### src/design/sob_pkg.sv
// Shared types and constants for the Sobel horizontal gradient block.
// No dependencies; used by every other file of the block but sob_line_ram.
package sob_pkg;

	// Payload and register widths
	localparam int PixW   = 8;
	localparam int CfgW   = 11;
	localparam int CoordW = 10;
	localparam int IdxW   = 1;

	// Default frame bounds and register reset values
	localparam int DefaultMaxWidth  = 1024;
	localparam int DefaultMaxHeight = 1024;
	localparam logic [CfgW-1:0] FrameWidthReset  = 11'd640;
	localparam logic [CfgW-1:0] FrameHeightReset = 11'd480;

	// Register indexes of the configuration port
	localparam logic [IdxW-1:0] RegFrameWidth  = 1'd0;
	localparam logic [IdxW-1:0] RegFrameHeight = 1'd1;

	// Largest edge strength
	localparam logic [PixW-1:0] StrengthMax = 8'd255;

	// One column of the 3x3 window: top, middle and bottom rows
	typedef struct packed {
		logic [PixW-1:0] top;
		logic [PixW-1:0] mid;
		logic [PixW-1:0] bot;
	} column_t;

endpackage

### src/design/sob_gradient.sv
// Horizontal Sobel gradient of a window: weighted right column minus left,
// magnitude clamped to the pixel range. Depends on sob_pkg.
module sob_gradient (
	input  sob_pkg::column_t             left,
	input  sob_pkg::column_t             right,
	output logic [sob_pkg::PixW-1:0]     strength
);

	localparam int SumW = sob_pkg::PixW + 2;

	logic [SumW-1:0] sum_left;
	logic [SumW-1:0] sum_right;
	logic [SumW-1:0] mag;

	// Weight rows 1, 2, 1
	assign sum_left  = SumW'(left.top) + SumW'(left.bot) + (SumW'(left.mid) << 1);
	assign sum_right = SumW'(right.top) + SumW'(right.bot) + (SumW'(right.mid) << 1);

	// Absolute difference, then clamp
	always_comb begin
		if (sum_right >= sum_left) begin
			mag = sum_right - sum_left;
		end else begin
			mag = sum_left - sum_right;
		end
		if (mag > SumW'(sob_pkg::StrengthMax)) begin
			strength = sob_pkg::StrengthMax;
		end else begin
			strength = mag[sob_pkg::PixW-1:0];
		end
	end

endmodule

### config.mk
export PLATFORM = sky130hd
export DESIGN_NAME = sob_gradient
export DESIGN_NICKNAME = d
export VERILOG_FILES = /design/src/design/sob_pkg.sv /design/src/design/sob_gradient.sv
export SDC_FILE = /design/constraint.sdc
export NUM_CORES = 1
export LEC_CHECK = 0
export BUFFER_PORTS_ARGS = -buffer_cell sky130_fd_sc_hd__buf_2
export CAP_MARGIN = 20
export CORE_UTILIZATION = 56
export DETAILED_ROUTE_END_ITERATION = 6
export PLACE_DENSITY = 0.81
export REMOVE_ABC_BUFFERS = 1
export SYNTH_ARGS = -nofsm -noshare
export SYNTH_HDL_FRONTEND = slang
export SYNTH_SLANG_ARGS = --single-unit
### constraint.sdc
create_clock -name vclk -period 6.08
set_input_delay 0.608 -clock vclk [all_inputs]
set_output_delay 0.608 -clock vclk [all_outputs]
set_load 0.03 [all_outputs]
Yosys cells after proc, flatten, opt, wreduce, memory -nomap -nowiden

Cells that the tools add are included.

Add/sub/neg operators: 6
Magnitude comparators: 2
Multiplexer cells: 2

Operator list:

| cell                | count |
|---|---|
| $add 9x9->10        | 2 |
| $sub 10x10->10      | 2 |
| $add 8x8->9         | 2 |
| $ge 10x10->1        | 1 |
| $gt 10x8->1 const B | 1 |
| $mux 10             | 1 |
| $mux 8              | 1 |

Bits in registers: 0
Input port bits: 48
Output and inout port bits: 8
Logic and storage cells: 10

Depth between registers and ports, before layout

Word-level depth: 6
Mapped depth: 22
Depth with buffers taken out: 21

Worst setup path after synthesis

OpenSTA, ideal clock, no wires.

Kind: input to output
Start: input right[1] in the netlist's numbering
End: output strength[1] in the netlist's numbering
Arrival time: 4.785 ns
Slack: 0.687 ns
Stages: 19
Cells stage by stage: inv_1 -> fa_1 -> inv_1 -> ha_1 -> fa_1 -> a21o_1 -> a21oi_1 -> o21bai_1 -> a21oi_1 -> xor2_1 -> ha_1 -> clkbuf_8 -> nand4_1 -> or3_1 -> o211ai_1 -> or3_2 -> and3b_1 -> nor4_4 -> nand2_1

Longest elaborated chain between the ends: 6
Elaborated cells between the ends (all ways): 8
Classes of those cells: 4 x add/sub; 2 x order compare; 2 x mux

Ends and longest elaborated chain:

| what                                         | line               | text |
|---|---|---|
| start, declared                              | sob_gradient.sv:5  | `input sob_pkg::column_t right,` |
| $add 8x8->9 (*)                              | sob_gradient.sv:17 | `assign sum_right = SumW'(right.top) + SumW'(right.bot) + (SumW'(right.mid) << 1);` |
| $add 9x9->10 (*)                             | sob_gradient.sv:17 |  |
| $sub 10x10->10, or another cell as far along | sob_gradient.sv:24 | `mag = sum_left - sum_right;` |
| $mux 10 (*)                                  | sob_gradient.sv:21 | `if (sum_right >= sum_left) begin` |
| $gt 10x8->1                                  | sob_gradient.sv:26 | `if (mag > SumW'(sob_pkg::StrengthMax)) begin` |
| $mux 8 (*)                                   | sob_gradient.sv:26 |  |
| end, declared                                | sob_gradient.sv:6  | `output logic [sob_pkg::PixW-1:0] strength` |

Every way passes the cells marked *; elsewhere a longest branch is shown, timed or not.

Worst setup path after layout

Start: input right[1] in the netlist's numbering
End: output strength[5] in the netlist's numbering

Same word-level chain as after synthesis.

==> impl_metrics.json <==
{
  "ys_types": 37,
  "max_freq_ghz": 0.173,
  "drive_above_1_share": 0.240,
  "status": "complete, no violations",
  "drt_iter0_markers": 33,
  "track_usage": 0.224,
  "critPathMaxFanout": 8,
  "min_period_over_period": 0.952,
  "switching_share": 0.601,
  "grt_pass1_wl_um": 6380,
  "fp.coreArea_sq_um": 3150,
  "die_w_um": 60.5,
  "hold_buffers": 0,
  "syn_area_sq_um": 1920,
  "first_global_vias": 1612,
  "drv_slew": 0,
  "routedWlPerCell_um": 11.8,
  "ir_drop_mv": 0.195,
  "crit_type": "input pin to output port",
  "maxSlewHeadroom": 0.680,
  "nets": 397,
  "antenna_found_initial": 0,
  "worst_pin_slew_ps": 478,
  "fill_cells": 285,
  "dp_hpwl_um": 3590,
  "grt_start_max_net_pins": 9,
  "rows": 20,
  "synth_area_leader_cell": "ha_1",
  "synth_cells": 239,
  "drv_cap": 0,
  "switching_power_uw": 672,
  "ys_seq_area_frac": 0,
  "die_height_um": 60.5,
  "yosys_warnings": 0,
  "start_util": 0.608,
  "min_period_ps": 5790,
  "ff_latch_area_sq_um": 0,
  "end_kind": "output port",
  "areaGrowthSynthToFinish_pct": 15.7,
  "synth_area_leaders": "ha_1, fa_1, inv_1",
  "seqPwrFrac": 0,
  "multi_input_area_sq_um": 1660,
  "power.leakage_nw": 1.28,
  "critPathArrivalTime_ps": 5180,
  "p_per_area_nw_per_um2": 504,
  "synth_top_area_frac": 0.241,
  "clock_power_share": 0,
  "detail-route-antenna-nets": 0,
  "worst_setup_path_start_kind": "input pin",
  "final-hold-violation-count": 0,
  "finalSetupViolCount": 0,
  "synthTopCellsByCount": "inv_1, ha_1, a21oi_1",
  "vias": 1740,
  "yosysMostFrequentCell": "inv_1",
  "syn-mean-instance-area_sq_um": 8.03,
  "hp-class": "input pin to output port",
  "power_mw": 1.12,
  "n_clock_buffer": 0,
  "dieArea_sq_um": 3660,
  "grt-ovfl-total": 0,
  "antenna_cells": 0,
  "num_io_pins": 56,
  "grt_setup_unrepaired": "no",
  "power_frac_comb": 1.000,
  "first_pass_iters": 4,
  "drc_errors": 0,
  "fin_tns_setup_ps": 0,
  "gp_congestion": 0.882,
  "internal-power_uw": 446,
  "via_per_inst": 5.18,
  "totalWireLength_um": 3980,
  "final_util": 0.704,
  "design.seq.count": 0,
  "numPortBuffers": 56,
  "worst_ep_required_time_ps": 5470
}
## routing by layer
layer	share of wire	up-vias	wire, um	global-route usage
met5	0	-	0	0
met4	0.015	0	59	0.0519
met3	0.040	8	161	0.00853
met2	0.53	56	2110	0.451
met1	0.41	785	1650	0.258
li1	-	891	-	-
## area by class of cell
cell class	count	share of cell area
tap	44	0.0248
inverter	57	0.0964
timing repair buffer	58	0.133
multi-input combinational	177	0.746
## timing repair
item | in CTS | in global routing
gates resized for setup | 0 | 1
setup endpoints to repair | 0 | 8
setup buffers | 0 | 1
## cells by family after synthesis
family / synth area share
buffers and inverters: 0.139
multiplexers: 0.0261
AO/OA/AOI/OAI: 0.205
AND/OR/NAND/NOR: 0.119
adder cells (fa/ha/maj): 0.429
XOR/XNOR: 0.0822
## worst max-delay path: stages
cell and delay (ps):
buf_2 70, inv_1 40, fa_1 530, inv_1 40, ha_1 210, fa_1 400, a21o_1 170, a21oi_1 220
o21bai_1 90, a21oi_1 210, nor2b_1 80, o21ai_0 150, nand2b_1 80, ha_1 340, nand2_1 130, or3_1 120
o211ai_1 200, or4b_4 600, and3_4 200, nor4_4 240, buf_4 200, nand2_1 70, buf_2 170
## path summary, 6_finish.rpt
path                  slack (ps)          end      from  cells after the start
worst max-delay path         290  strength[5]  right[1]                     23
worst min-delay path        1840  strength[0]  left[16]                      5
## power by group through the flow
stage	clock (mW)	combinational (mW)	sequential [mW]
6_report	0	1.12	0
5_1_grt	0	1.23	0
4_1_cts	0	1.09	0
3_5_place_dp	0	1.08	0
3_3_place_gp	0	1.07	0
2_1_floorplan	0	0.841	0
## stage by stage
stage	hold WS, ps	cells	setup slack, ps	area [sq um]
after global placement	1840	335	250	2210
after detailed placement	1850	335	218	2210
final	1840	336	295	2220
after floorplan	1650	234	718	1870
after global routing	1880	336	10.1	2220
after CTS	1850	335	199	2210
## layout by cell type, fill, tap and decap left out, types with 3 or more instances in the layout
cell,count
a21boi_0,3
a21o_1,9
a21oi_1,25
buf_2,56
fa_1,18
ha_1,37
inv_1,57
mux2i_1,5
nand2_1,16
nand4_1,3
nor2b_1,3
o21ai_0,8
o21bai_1,5
xnor2_1,9
xor2_1,9
Note: power is estimated with default switching activity, not from simulation.
