--- src/design/sob_pkg.sv ---
// Shared types and constants for the Sobel horizontal gradient block.
// No dependencies; used by every other file of the block but sob_line_ram.
package sob_pkg;

	// Payload and register widths
	localparam int PixW   = 8;
	localparam int CfgW   = 11;
	localparam int CoordW = 10;
	localparam int IdxW   = 1;

	// Default frame bounds and register reset values
	localparam int DefaultMaxWidth  = 1024;
	localparam int DefaultMaxHeight = 1024;
	localparam logic [CfgW-1:0] FrameWidthReset  = 11'd640;
	localparam logic [CfgW-1:0] FrameHeightReset = 11'd480;

	// Register indexes of the configuration port
	localparam logic [IdxW-1:0] RegFrameWidth  = 1'd0;
	localparam logic [IdxW-1:0] RegFrameHeight = 1'd1;

	// Largest edge strength
	localparam logic [PixW-1:0] StrengthMax = 8'd255;

	// One column of the 3x3 window: top, middle and bottom rows
	typedef struct packed {
		logic [PixW-1:0] top;
		logic [PixW-1:0] mid;
		logic [PixW-1:0] bot;
	} column_t;

endpackage

--- src/design/sob_cell.sv ---
// One window cell: holds a column of three pixels and passes it on.
// Depends on sob_pkg for the column type.
module sob_cell (
	input  logic             clk,
	input  logic             arst_n,
	input  logic             shift,
	input  sob_pkg::column_t col_in,
	output sob_pkg::column_t col_out
);

	sob_pkg::column_t col_q;

	// Advance the column when the window shifts
	always_ff @(posedge clk or negedge arst_n) begin
		if (!arst_n) begin
			col_q <= '0;
		end else if (shift) begin
			col_q <= col_in;
		end
	end

	assign col_out = col_q;

endmodule

--- config.mk ---
export PLATFORM = sky130hd
export DESIGN_NAME = sob_cell
export DESIGN_NICKNAME = d
export VERILOG_FILES = /design/src/design/sob_pkg.sv /design/src/design/sob_cell.sv
export SDC_FILE = /design/constraint.sdc
export NUM_CORES = 1
export LEC_CHECK = 0
export ABC_AREA = 1
export BUFFER_PORTS_ARGS = -buffer_cell sky130_fd_sc_hd__buf_2
export CAP_MARGIN = 20
export CORE_ASPECT_RATIO = 0.8
export CORE_UTILIZATION = 39
export DETAILED_ROUTE_END_ITERATION = 7
export GPL_ROUTABILITY_DRIVEN = 0
export PLACE_DENSITY = 0.73
export SYNTH_ARGS = -nofsm -noshare
export SYNTH_HDL_FRONTEND = slang
export SYNTH_SLANG_ARGS = --single-unit
--- constraint.sdc ---
create_clock -name clk -period 0.8 [get_ports clk]
set_clock_uncertainty 0.05 [all_clocks]
set_input_delay 0.04 -clock clk [delete_from_list [all_inputs] [get_ports clk]]
set_output_delay 0.04 -clock clk [all_outputs]
set_load 0.01 [all_outputs]
# Word level (Yosys, flattened, before mapping)
# Cells that the tools add are included.
dict set report word_totals {
  register_bits 24
  input_bits 27
  out_inout_bits 24
}

# Depth between registers and ports, before layout
# Gate-level depths: netlist of run 1.
dict set report logic_depth {
  ltp_word 0
  mapped_depth 5
  ltp_nobuf 3
}

# Worst setup path before layout of run 1
# Ideal clock, no wire load.
dict set report synth_timing {
  kind {register -> register}
  startpoint {register col_out[0] (netlist name)}
  endpoint {register col_q, in the netlist col_out[0]}
  arrival_time_ns 0.505
  t_required_ns 0.634
  setup_slack_ns 0.128
  stages_incl_launch_ff 3
  path_cell_list {dfrtp_1 > nand2_2 > nand2_1}
}
# item line_no
set synth_rtl {}
lappend synth_rtl {{end signal, assigned} sob_cell.sv:18} ;# col_q <= col_in;
lappend synth_rtl {{end, declared} sob_cell.sv:11} ;# sob_pkg::column_t col_q;

# Worst setup path in the final report of run 1
dict set report layout_timing {
  startpoint {register col_q, in the netlist col_out[9]}
  endpoint {output col_out[9] in the netlist's numbering}
}
# item line_no
set layout_rtl {}
lappend layout_rtl {{end, declared} sob_cell.sv:8} ;# output sob_pkg::column_t col_out
# No word-level cell between the ends.

==> impl_metrics.py, run 1 <==
metrics = {
    "global_route": {
        "track_usage": 0.199,
        "grt_antenna_before_repair": 0,
        "grt_pass1_vias": 930,
        "grt_max_degree": 25,
        "overflow": 0,
        "grt_pass1_wl_um": 3880,
    },
    "sta": {
        "setup_violations": 29,
        "worst_slack_ns": -0.182,
        "fmaxAchievable_ghz": 1.02,
        "tightest_slew_ns": 0.529,
        "hold_viol": 0,
        "drv_slew": 0,
        "slew_headroom": 0.648,
        "rsz0062_at_grt": "yes",
        "period_minus_slack_ns": 0.982,
        "finalCritPeriodShare": 1.23,
    },
    "clock_network": {
        "htreeDepth": 1,
        "cts.sinks": 24,
        "clkTransAtPathRegs_ns": 0.12,
        "tritoncts": "yes",
        "clock_latency_ns": 0.31,
        "clockRootBuffer": "clkbuf_4",
        "cts_buffer_depth": 2,
        "tritoncts.num_buffers": 3,
    },
    "die": {
        "row_count": 15,
        "chipHeight_um": 46.7,
        "die-width_um": 57.9,
        "io_pins": 51,
        "core_mm2": 0.00225,
        "start_util": 0.433,
        "die_area_mm2": 0.00270,
    },
    "pwr": {
        "seqPwrFrac": 0.532,
        "pwr-share-comb": 0.268,
        "swShare": 0.273,
        "power_leakage_nw": 0.956,
        "p_int_mw": 1.89,
        "power.share.clock": 0.201,
        "p_per_area_mw_per_mm2": 1550,
        "peakVddDrop_v": 0.000936,
        "switching_power_mw": 0.709,
    },
    "place": {
        "post_dp_cell_area_mm2": 0.00122,
        "dp_slack_ns": 0.132,
        "dp_hpwl_um": 1360,
        "port-buffer-count": 50,
    },
    "setup_path": {
        "worstPathCellList": "buf_2",
        "slowest_delay_ns": 0.43,
        "critical-path-slowest-cell": "dfrtp_1",
        "cp_max_fo": 2,
        "path_buf_inv": 1,
        "critical_path.top_delay_family": "flip-flops",
        "cp-start-kind": "flop",
        "required_ns": 0.71,
        "crit_type": "flop to output port",
        "end_kind": "output port",
        "crit_arrival_ns": 0.89,
    },
    "outcome": {
        "status": "complete, but fails checks",
        "violations": "design-rule violations, negative setup slack",
    },
    "detailed_routing": {
        "first_iter_violations": 52,
        "drc": 4,
        "num_vias": 971,
        "wl_um": 2640,
        "antenna_left": 0,
        "routed_via_density": 4.37,
        "dr.pass1.iters": 6,
        "wire_per_inst_um": 11.9,
    },
    "synth": {
        "yosysTopAreaCellShare": 0.616,
        "seq_area_frac_synth": 0.616,
        "synthTopCellsByArea": "dfrtp_1, nand2_1, nand2_2, buf_6, buf_12",
        "syn_area_um2": 975,
        "syn_inst": 102,
        "syn_nets": 129,
        "avgSynthCellArea_um2": 9.56,
        "synth-seq-cells": 24,
        "ys_types": 7,
        "yosysTopAreaCell": "dfrtp_1",
        "yosys_warnings": 0,
    },
    "cells_and_area": {
        "fin_util": 0.746,
        "antenna_cells": 0,
        "layout-drive-gt1-share": 0.457,
        "area_growth_pct": 72.3,
        "largest_reg_flops": 24,
        "fin_area_mm2": 0.00168,
        "nFillCells": 172,
        "final_nets": 226,
    },
    "flow_run": {
        "maxCapViolCount": 0,
    },
    "min_path": {
        "worstHoldPathType": "input port to flop",
    },
}
[cell type report]
type | instances | area [um2] | area share
Sequential cell | 24 | 601 | 0.358
Multi-Input combinational cell | 72 | 305 | 0.182
Tap cell | 25 | 31.3 | 0.0186
Inverter | 1 | 11.3 | 0.00671
Timing Repair Buffer | 97 | 708 | 0.422
Clock buffer | 3 | 22.5 | 0.0134
[through the flow]
| stage | cells | total power [mW] | TNS, ns | hold slack [ns] |
|---|---|---|---|---|
| finish | 222 | 2.60 | -3.95 | 0.0917 |
| global route | 222 | 2.75 | -5.19 | 0.0937 |
| CTS | 216 | 2.52 | -3.44 | 0.0914 |
| detailed placement | 174 | 1.83 | 0 | 0.000867 |
| global placement | 174 | 1.82 | 0 | -0.000491 |
| floorplan | 102 | 1.63 | 0 | -0.306 |
[cell usage in the layout (no fill, tap or decap)]
master,Yosys,layout
buf_4,0,18
nand2_1,62,58
buf_6,3,6
dlygate4sd3_1,0,25
inv_8,1,1
nand2_2,10,14
buf_2,0,47
clkbuf_4,0,3
buf_12,1,1
dfrtp_1,24,24
[kinds of logic (layout without fill, tap and decap cells)]
kind of cell / after synthesis / after routing / share of synthesized area
buf+inv: 6 / 101 / 0.0809
flops: 24 / 24 / 0.616
simple gates: 72 / 72 / 0.303
[cell usage after synthesis]
| library cell | count |
|---|---|
| nand2_1 | 62 |
| dfrtp_1 | 24 |
| nand2_2 | 10 |
| buf_6 | 3 |
| buf_12 | 1 |
| clkbuf_8 | 1 |
| inv_8 | 1 |
[worst register-to-register path, cell delays in order, from the launching register on]
cell	delay, ns
dfrtp_1	0.41
buf_4	0.14
buf_4	0.12
nand2_2	0.06
nand2_1	0.04
[per-layer routing]
layer | up-vias | wire (um) | track usage
li1 | 491 | - | -
met1 | 439 | 1080 | 0.221
met2 | 39 | 1370 | 0.377
met3 | 2 | 185 | 0.0702
met4 | 0 | 10 | 0.0429
met5 | - | 0 | 0
[final timing paths]
check                                             start  slack (ns)  depth (start not counted)                      end
worst max register to register   col_out[8]$_DFFE_PN0P_       -0.11                          4   col_out[8]$_DFFE_PN0P_
min in group asynchronous                        arst_n        0.17                          2   col_out[0]$_DFFE_PN0P_
worst max-delay path             col_out[9]$_DFFE_PN0P_       -0.18                          1               col_out[9]
worst min-delay path                              shift        0.09                          4  col_out[21]$_DFFE_PN0P_
worst min register to register  col_out[17]$_DFFE_PN0P_        0.43                          2  col_out[17]$_DFFE_PN0P_
max in group asynchronous                        arst_n        0.18                          2  col_out[21]$_DFFE_PN0P_
[what timing repair did]
| item | CTS | global route |
|---|---|---|
| setup buffers | 14 | 7 |
| pin swaps | 0 | 1 |
| endpoints found under the setup margin | 24 | 28 |
| hold buffers | 25 | 0 |
| hold endpoints to repair | 48 | 0 |
| gates resized for setup | 0 | 10 |
[power by group through the flow]
stage | Combinational [mW] | Clock, mW | Sequential (mW)
2_1_floorplan | 0.167 | 0 | 1.46
3_3_place_gp | 0.420 | 0 | 1.40
3_5_place_dp | 0.428 | 0 | 1.40
4_1_cts | 0.618 | 0.536 | 1.37
5_1_grt | 0.761 | 0.597 | 1.39
6_report | 0.696 | 0.522 | 1.38
Power figures use the tool's default switching activity.
==> inputs of run 2 (changes only) <==
- SETUP_SLACK_MARGIN: default -> 0.02
==> run 2 against run 1 <==
Net effect:
- the run still ends with design-rule violations, negative setup slack left
- clock power is 1% lower
- critical path depth stayed put
- flip-flop and latch count stayed put
- sequential power hardly changed
- wire length is 0.19% higher
- worst hold slack better by 0.0035 ns
- critical path type unchanged
- core utilization is 0.11 points higher
- cell count is 1.4% lower
- global-route usage is 0.062 points higher
==> impl_metrics.py, run 2 (synthesis results as in run 1) <==
metrics = {
    "cells_and_area": {
        "final_cell_mix": "nand2_1, buf_2, dlygate4sd3_1, dfrtp_1, nand2_2",
        "final_common_cell": "nand2_1",
        "final_nets": 223,
        "antenna_cells": 0,
        "fin_area_mm2": 0.00168,
        "largest_reg_flops": 24,
        "nFillCells": 175,
        "instances_no_fill": 219,
        "area_growth_pct": 72.5,
        "layout-drive-gt1-share": 0.454,
    },
    "min_path": {
        "worstHoldPathType": "input port to flop",
        "min_from": "shift",
    },
    "sta": {
        "period_minus_slack_ns": 0.979,
        "whs_ns": 0.0952,
        "rsz0062_at_grt": "yes",
        "drv_slew": 0,
        "slew_headroom": 0.647,
        "worst_slack_ns": -0.179,
        "setup_violations": 26,
        "tightest_slew_ns": 0.530,
        "finalCritPeriodShare": 1.22,
        "hold_viol": 0,
        "fmaxAchievable_ghz": 1.02,
    },
    "outcome": {
        "status": "complete, but fails checks",
        "violations": "design-rule violations, negative setup slack",
    },
    "detailed_routing": {
        "drc": 4,
        "wl_um": 2650,
        "num_vias": 963,
        "routed_via_density": 4.40,
        "dr.pass1.iters": 6,
        "antenna_left": 0,
        "wire_per_inst_um": 12.1,
        "first_iter_violations": 54,
    },
    "setup_path": {
        "path_buf_inv": 1,
        "critical_path.top_delay_family": "flip-flops",
        "r2r_start": "col_out[13]$_DFFE_PN0P_",
        "crit_type": "flop to output port",
        "cp-start-kind": "flop",
        "required_ns": 0.71,
        "end_kind": "output port",
        "worstPathCellList": "buf_2",
        "critical-path-slowest-cell": "dfrtp_1",
        "crit_arrival_ns": 0.89,
        "slowest_delay_ns": 0.43,
        "crit_start": "col_out[9]$_DFFE_PN0P_",
        "cp_max_fo": 2,
    },
    "clock_network": {
        "tritoncts": "yes",
        "cts.sinks": 24,
        "clockRootBuffer": "clkbuf_4",
        "clock_latency_ns": 0.31,
        "clkTransAtPathRegs_ns": 0.12,
        "htreeDepth": 1,
        "tritoncts.num_buffers": 3,
        "cts_buffer_depth": 2,
    },
    "die": {
        "io_pins": 51,
        "die_area_mm2": 0.00270,
        "die-width_um": 57.9,
        "row_count": 15,
        "chipHeight_um": 46.7,
        "start_util": 0.433,
        "core_mm2": 0.00225,
    },
    "global_route": {
        "track_usage": 0.200,
        "grt_pass1_wl_um": 3890,
        "overflow": 0,
        "grt_pass1_vias": 933,
        "grt_max_degree": 25,
        "grt_antenna_before_repair": 0,
    },
    "pwr": {
        "power_leakage_nw": 0.948,
        "peakVddDrop_v": 0.000926,
        "p_per_area_mw_per_mm2": 1540,
    },
    "flow_run": {
        "maxCapViolCount": 0,
    },
    "place": {
        "post_dp_cell_area_mm2": 0.00122,
        "port-buffer-count": 50,
        "placedCellCount": 174,
        "dp_hpwl_um": 1360,
    },
}
==> run 2: worst paths after layout <==
check                                           to  slack, ns  cells past startpoint
setup / recovery                        col_out[9]      -0.18                      1
hold / removal             col_out[12]$_DFFE_PN0P_        0.1                      4
setup reg to reg           col_out[13]$_DFFE_PN0P_      -0.09                      4
hold reg to reg            col_out[17]$_DFFE_PN0P_       0.43                      2
max in group asynchronous  col_out[21]$_DFFE_PN0P_       0.15                      2
min in group asynchronous   col_out[0]$_DFFE_PN0P_       0.19                      2
==> run 2: metal layers <==
metal,track usage,part of all wire,vias up
met5,0,0,-
met4,0.0429,0.0038,0
met3,0.0702,0.069,2
met2,0.377,0.52,38
met1,0.223,0.40,436
li1,-,-,487
==> run 2: area by class of cell <==
| class | instances | area [um2] | area share |
|---|---|---|---|
| sequential | 24 | 601 | 0.357 |
| tap | 25 | 31.3 | 0.0186 |
| inverter | 1 | 11.3 | 0.00670 |
| clock buffer | 3 | 22.5 | 0.0134 |
| timing repair buffer | 94 | 708 | 0.421 |
| multi-input combinational | 72 | 308 | 0.183 |
==> run 2: stage by stage <==
step	util	setup TNS, ns	total power, mW	setup WS [ns]
finish	0.747	-3.66	2.60	-0.179
global route	0.747	-4.88	2.75	-0.221
CTS	0.709	-3.44	2.52	-0.158
detailed placement	0.540	0	1.83	0.132
global placement	0.540	0	1.82	0.165
floorplan	-	0	1.63	0.128
==> run 2: worst reg2reg max path: cells and delay by family, from the launching register on <==
| family | cells | cell delay [ns] |
|---|---|---|
| buf+inv | 2 | 0.24 |
| simple gates | 2 | 0.09 |
| flops | 1 | 0.41 |
==> run 2: timing repair <==
action | CTS | global route
endpoints found under the setup margin | 24 | 35
gates resized for setup | 1 | 16
hold buffers | 25 | 0
gates cloned | 0 | 0
endpoints found under the hold margin | 48 | 0
pin swaps | 0 | 5
buffers inserted | 14 | 7
==> run 2: where the power goes <==
part | leakage [nW] | internal [mW] | total (mW) | switching [mW]
sequential | 0.292 | 1.32 | 1.39 | 0.0675
clock | 0.0138 | 0.176 | 0.515 | 0.339
combinational | 0.642 | 0.397 | 0.694 | 0.297
total | 0.948 | 1.89 | 2.60 | 0.704
==> inputs of run 3 (changes only) <==
- SKIP_LAST_GASP: default -> 1
==> run 3 against run 2 <==
Net effect:
- the flow still finishes with violations (design-rule violations, negative setup slack)
- maximum frequency hardly changed
- global-route usage is 0.062 points lower
- critical path depth stayed put
- non-clock buffer count stayed put
- largest cell class unchanged
- largest power group unchanged
==> impl_metrics.py, run 3 (synthesis results as in run 1) <==
metrics = {
    "outcome": {
        "status": "complete, but fails checks",
        "violations": "design-rule violations, negative setup slack",
    },
    "pwr": {
        "power_leakage_nw": 0.948,
        "p_per_area_mw_per_mm2": 1540,
        "p_int_mw": 1.89,
        "pwr-share-comb": 0.268,
        "total_power_mw": 2.60,
        "swShare": 0.271,
        "peakVddDrop_v": 0.000927,
        "power.share.clock": 0.198,
        "switching_power_mw": 0.704,
        "seqPwrFrac": 0.534,
    },
    "cells_and_area": {
        "fin_area_mm2": 0.00168,
        "nFillCells": 175,
        "antenna_cells": 0,
        "final_nets": 223,
        "instances_no_fill": 219,
        "final_cell_mix": "nand2_1, buf_2, dlygate4sd3_1, dfrtp_1, nand2_2",
        "multiInputGateArea_um2": 308,
        "area_growth_pct": 72.5,
        "final_common_cell": "nand2_1",
        "largest_reg_flops": 24,
        "fin_util": 0.747,
        "seqCellArea_um2": 601,
        "layout-drive-gt1-share": 0.454,
    },
    "clock_network": {
        "cts_buffer_depth": 2,
        "tritoncts.num_buffers": 3,
        "tritoncts": "yes",
        "clockRootBuffer": "clkbuf_4",
        "clkTransAtPathRegs_ns": 0.12,
        "clock_latency_ns": 0.31,
        "cts.sinks": 24,
        "htreeDepth": 1,
    },
    "detailed_routing": {
        "wl_um": 2670,
        "routed_via_density": 4.47,
        "wire_per_inst_um": 12.2,
        "first_iter_violations": 43,
        "dr.pass1.iters": 6,
        "drc": 4,
        "antenna_left": 0,
        "num_vias": 978,
    },
    "setup_path": {
        "crit_arrival_ns": 0.89,
        "crit_type": "flop to output port",
        "slowest_delay_ns": 0.43,
        "cp-start-kind": "flop",
        "end_kind": "output port",
        "path_buf_inv": 1,
        "worstPathCellList": "buf_2",
        "cp_max_fo": 2,
        "required_ns": 0.71,
        "critical_path.top_delay_family": "flip-flops",
        "critical-path-slowest-cell": "dfrtp_1",
        "r2r_start": "col_out[13]$_DFFE_PN0P_",
        "crit_start": "col_out[9]$_DFFE_PN0P_",
    },
    "place": {
        "dp_hpwl_um": 1360,
        "placedCellCount": 174,
        "port-buffer-count": 50,
        "post_dp_cell_area_mm2": 0.00122,
        "dp_slack_ns": 0.132,
    },
    "die": {
        "die_area_mm2": 0.00270,
        "start_util": 0.433,
        "die-width_um": 57.9,
        "row_count": 15,
        "io_pins": 51,
        "chipHeight_um": 46.7,
        "core_mm2": 0.00225,
    },
    "global_route": {
        "grt_pass1_vias": 930,
        "grt_max_degree": 25,
        "grt_antenna_before_repair": 0,
        "track_usage": 0.199,
        "grt_pass1_wl_um": 3880,
        "overflow": 0,
    },
    "min_path": {
        "worstHoldPathType": "input port to flop",
        "min_from": "shift",
    },
    "sta": {
        "fmaxAchievable_ghz": 1.02,
        "tns_ns": -3.65,
        "tightest_slew_ns": 0.531,
        "setup_violations": 26,
        "rsz0062_at_grt": "yes",
        "worst_slack_ns": -0.179,
        "finalCritPeriodShare": 1.22,
        "drv_slew": 0,
        "period_minus_slack_ns": 0.979,
        "whs_ns": 0.0950,
        "hold_viol": 0,
        "slew_headroom": 0.646,
    },
    "flow_run": {
        "maxCapViolCount": 0,
    },
}
==> run 3: cell counts in the layout (fill, tap and decap cells not counted) <==
Identical to the previous run, type by type.
==> run 3: repair_timing <==
item,CTS,global route
buffers inserted,14,7
hold endpoints to repair,48,0
hold buffers,25,0
resized for setup,0,17
endpoints found under the setup margin,24,35
pin swaps,0,5
==> run 3: cell type report <==
cell class / count / share of cell area
multi-input cells: 72 / 0.183
clock buffers: 3 / 0.0134
well taps: 25 / 0.0186
flip-flops and latches: 24 / 0.357
inverters: 1 / 0.00670
repair buffers: 94 / 0.421
==> run 3: worst min-delay path: cells and delay by family <==
kind	cells	cell delay (ns)
buffers and inverters	2	0.28
AND/OR/NAND/NOR	2	0.10
==> run 3: worst paths after layout <==
kind	to	slack (ns)	depth (start not counted)
worst min register to register	col_out[17]$_DFFE_PN0P_	0.43	2
min in group asynchronous	col_out[0]$_DFFE_PN0P_	0.19	2
worst min-delay path	col_out[12]$_DFFE_PN0P_	0.09	4
max in group asynchronous	col_out[21]$_DFFE_PN0P_	0.15	2
worst max register to register	col_out[13]$_DFFE_PN0P_	-0.10	4
worst max-delay path	col_out[9]	-0.18	1
==> run 3: power by group through the flow <==
stage                     clock, mW  combinational (mW)  sequential (mW)
after floorplan                   0               0.167             1.46
after global placement            0               0.420             1.40
after detailed placement          0               0.428             1.40
after CTS                     0.536               0.618             1.37
after global routing          0.596               0.760             1.40
final                         0.515               0.695             1.39
==> run 3: per-layer routing <==
metal / GRT usage / routed length (um) / part of all wire / up-vias
li1: - / - / - / 487
met1: 0.221 / 1070 / 0.40 / 448
met2: 0.377 / 1400 / 0.52 / 41
met3: 0.0702 / 190 / 0.071 / 2
met4: 0.0429 / 10 / 0.0037 / 0
met5: 0 / 0 / 0 / -
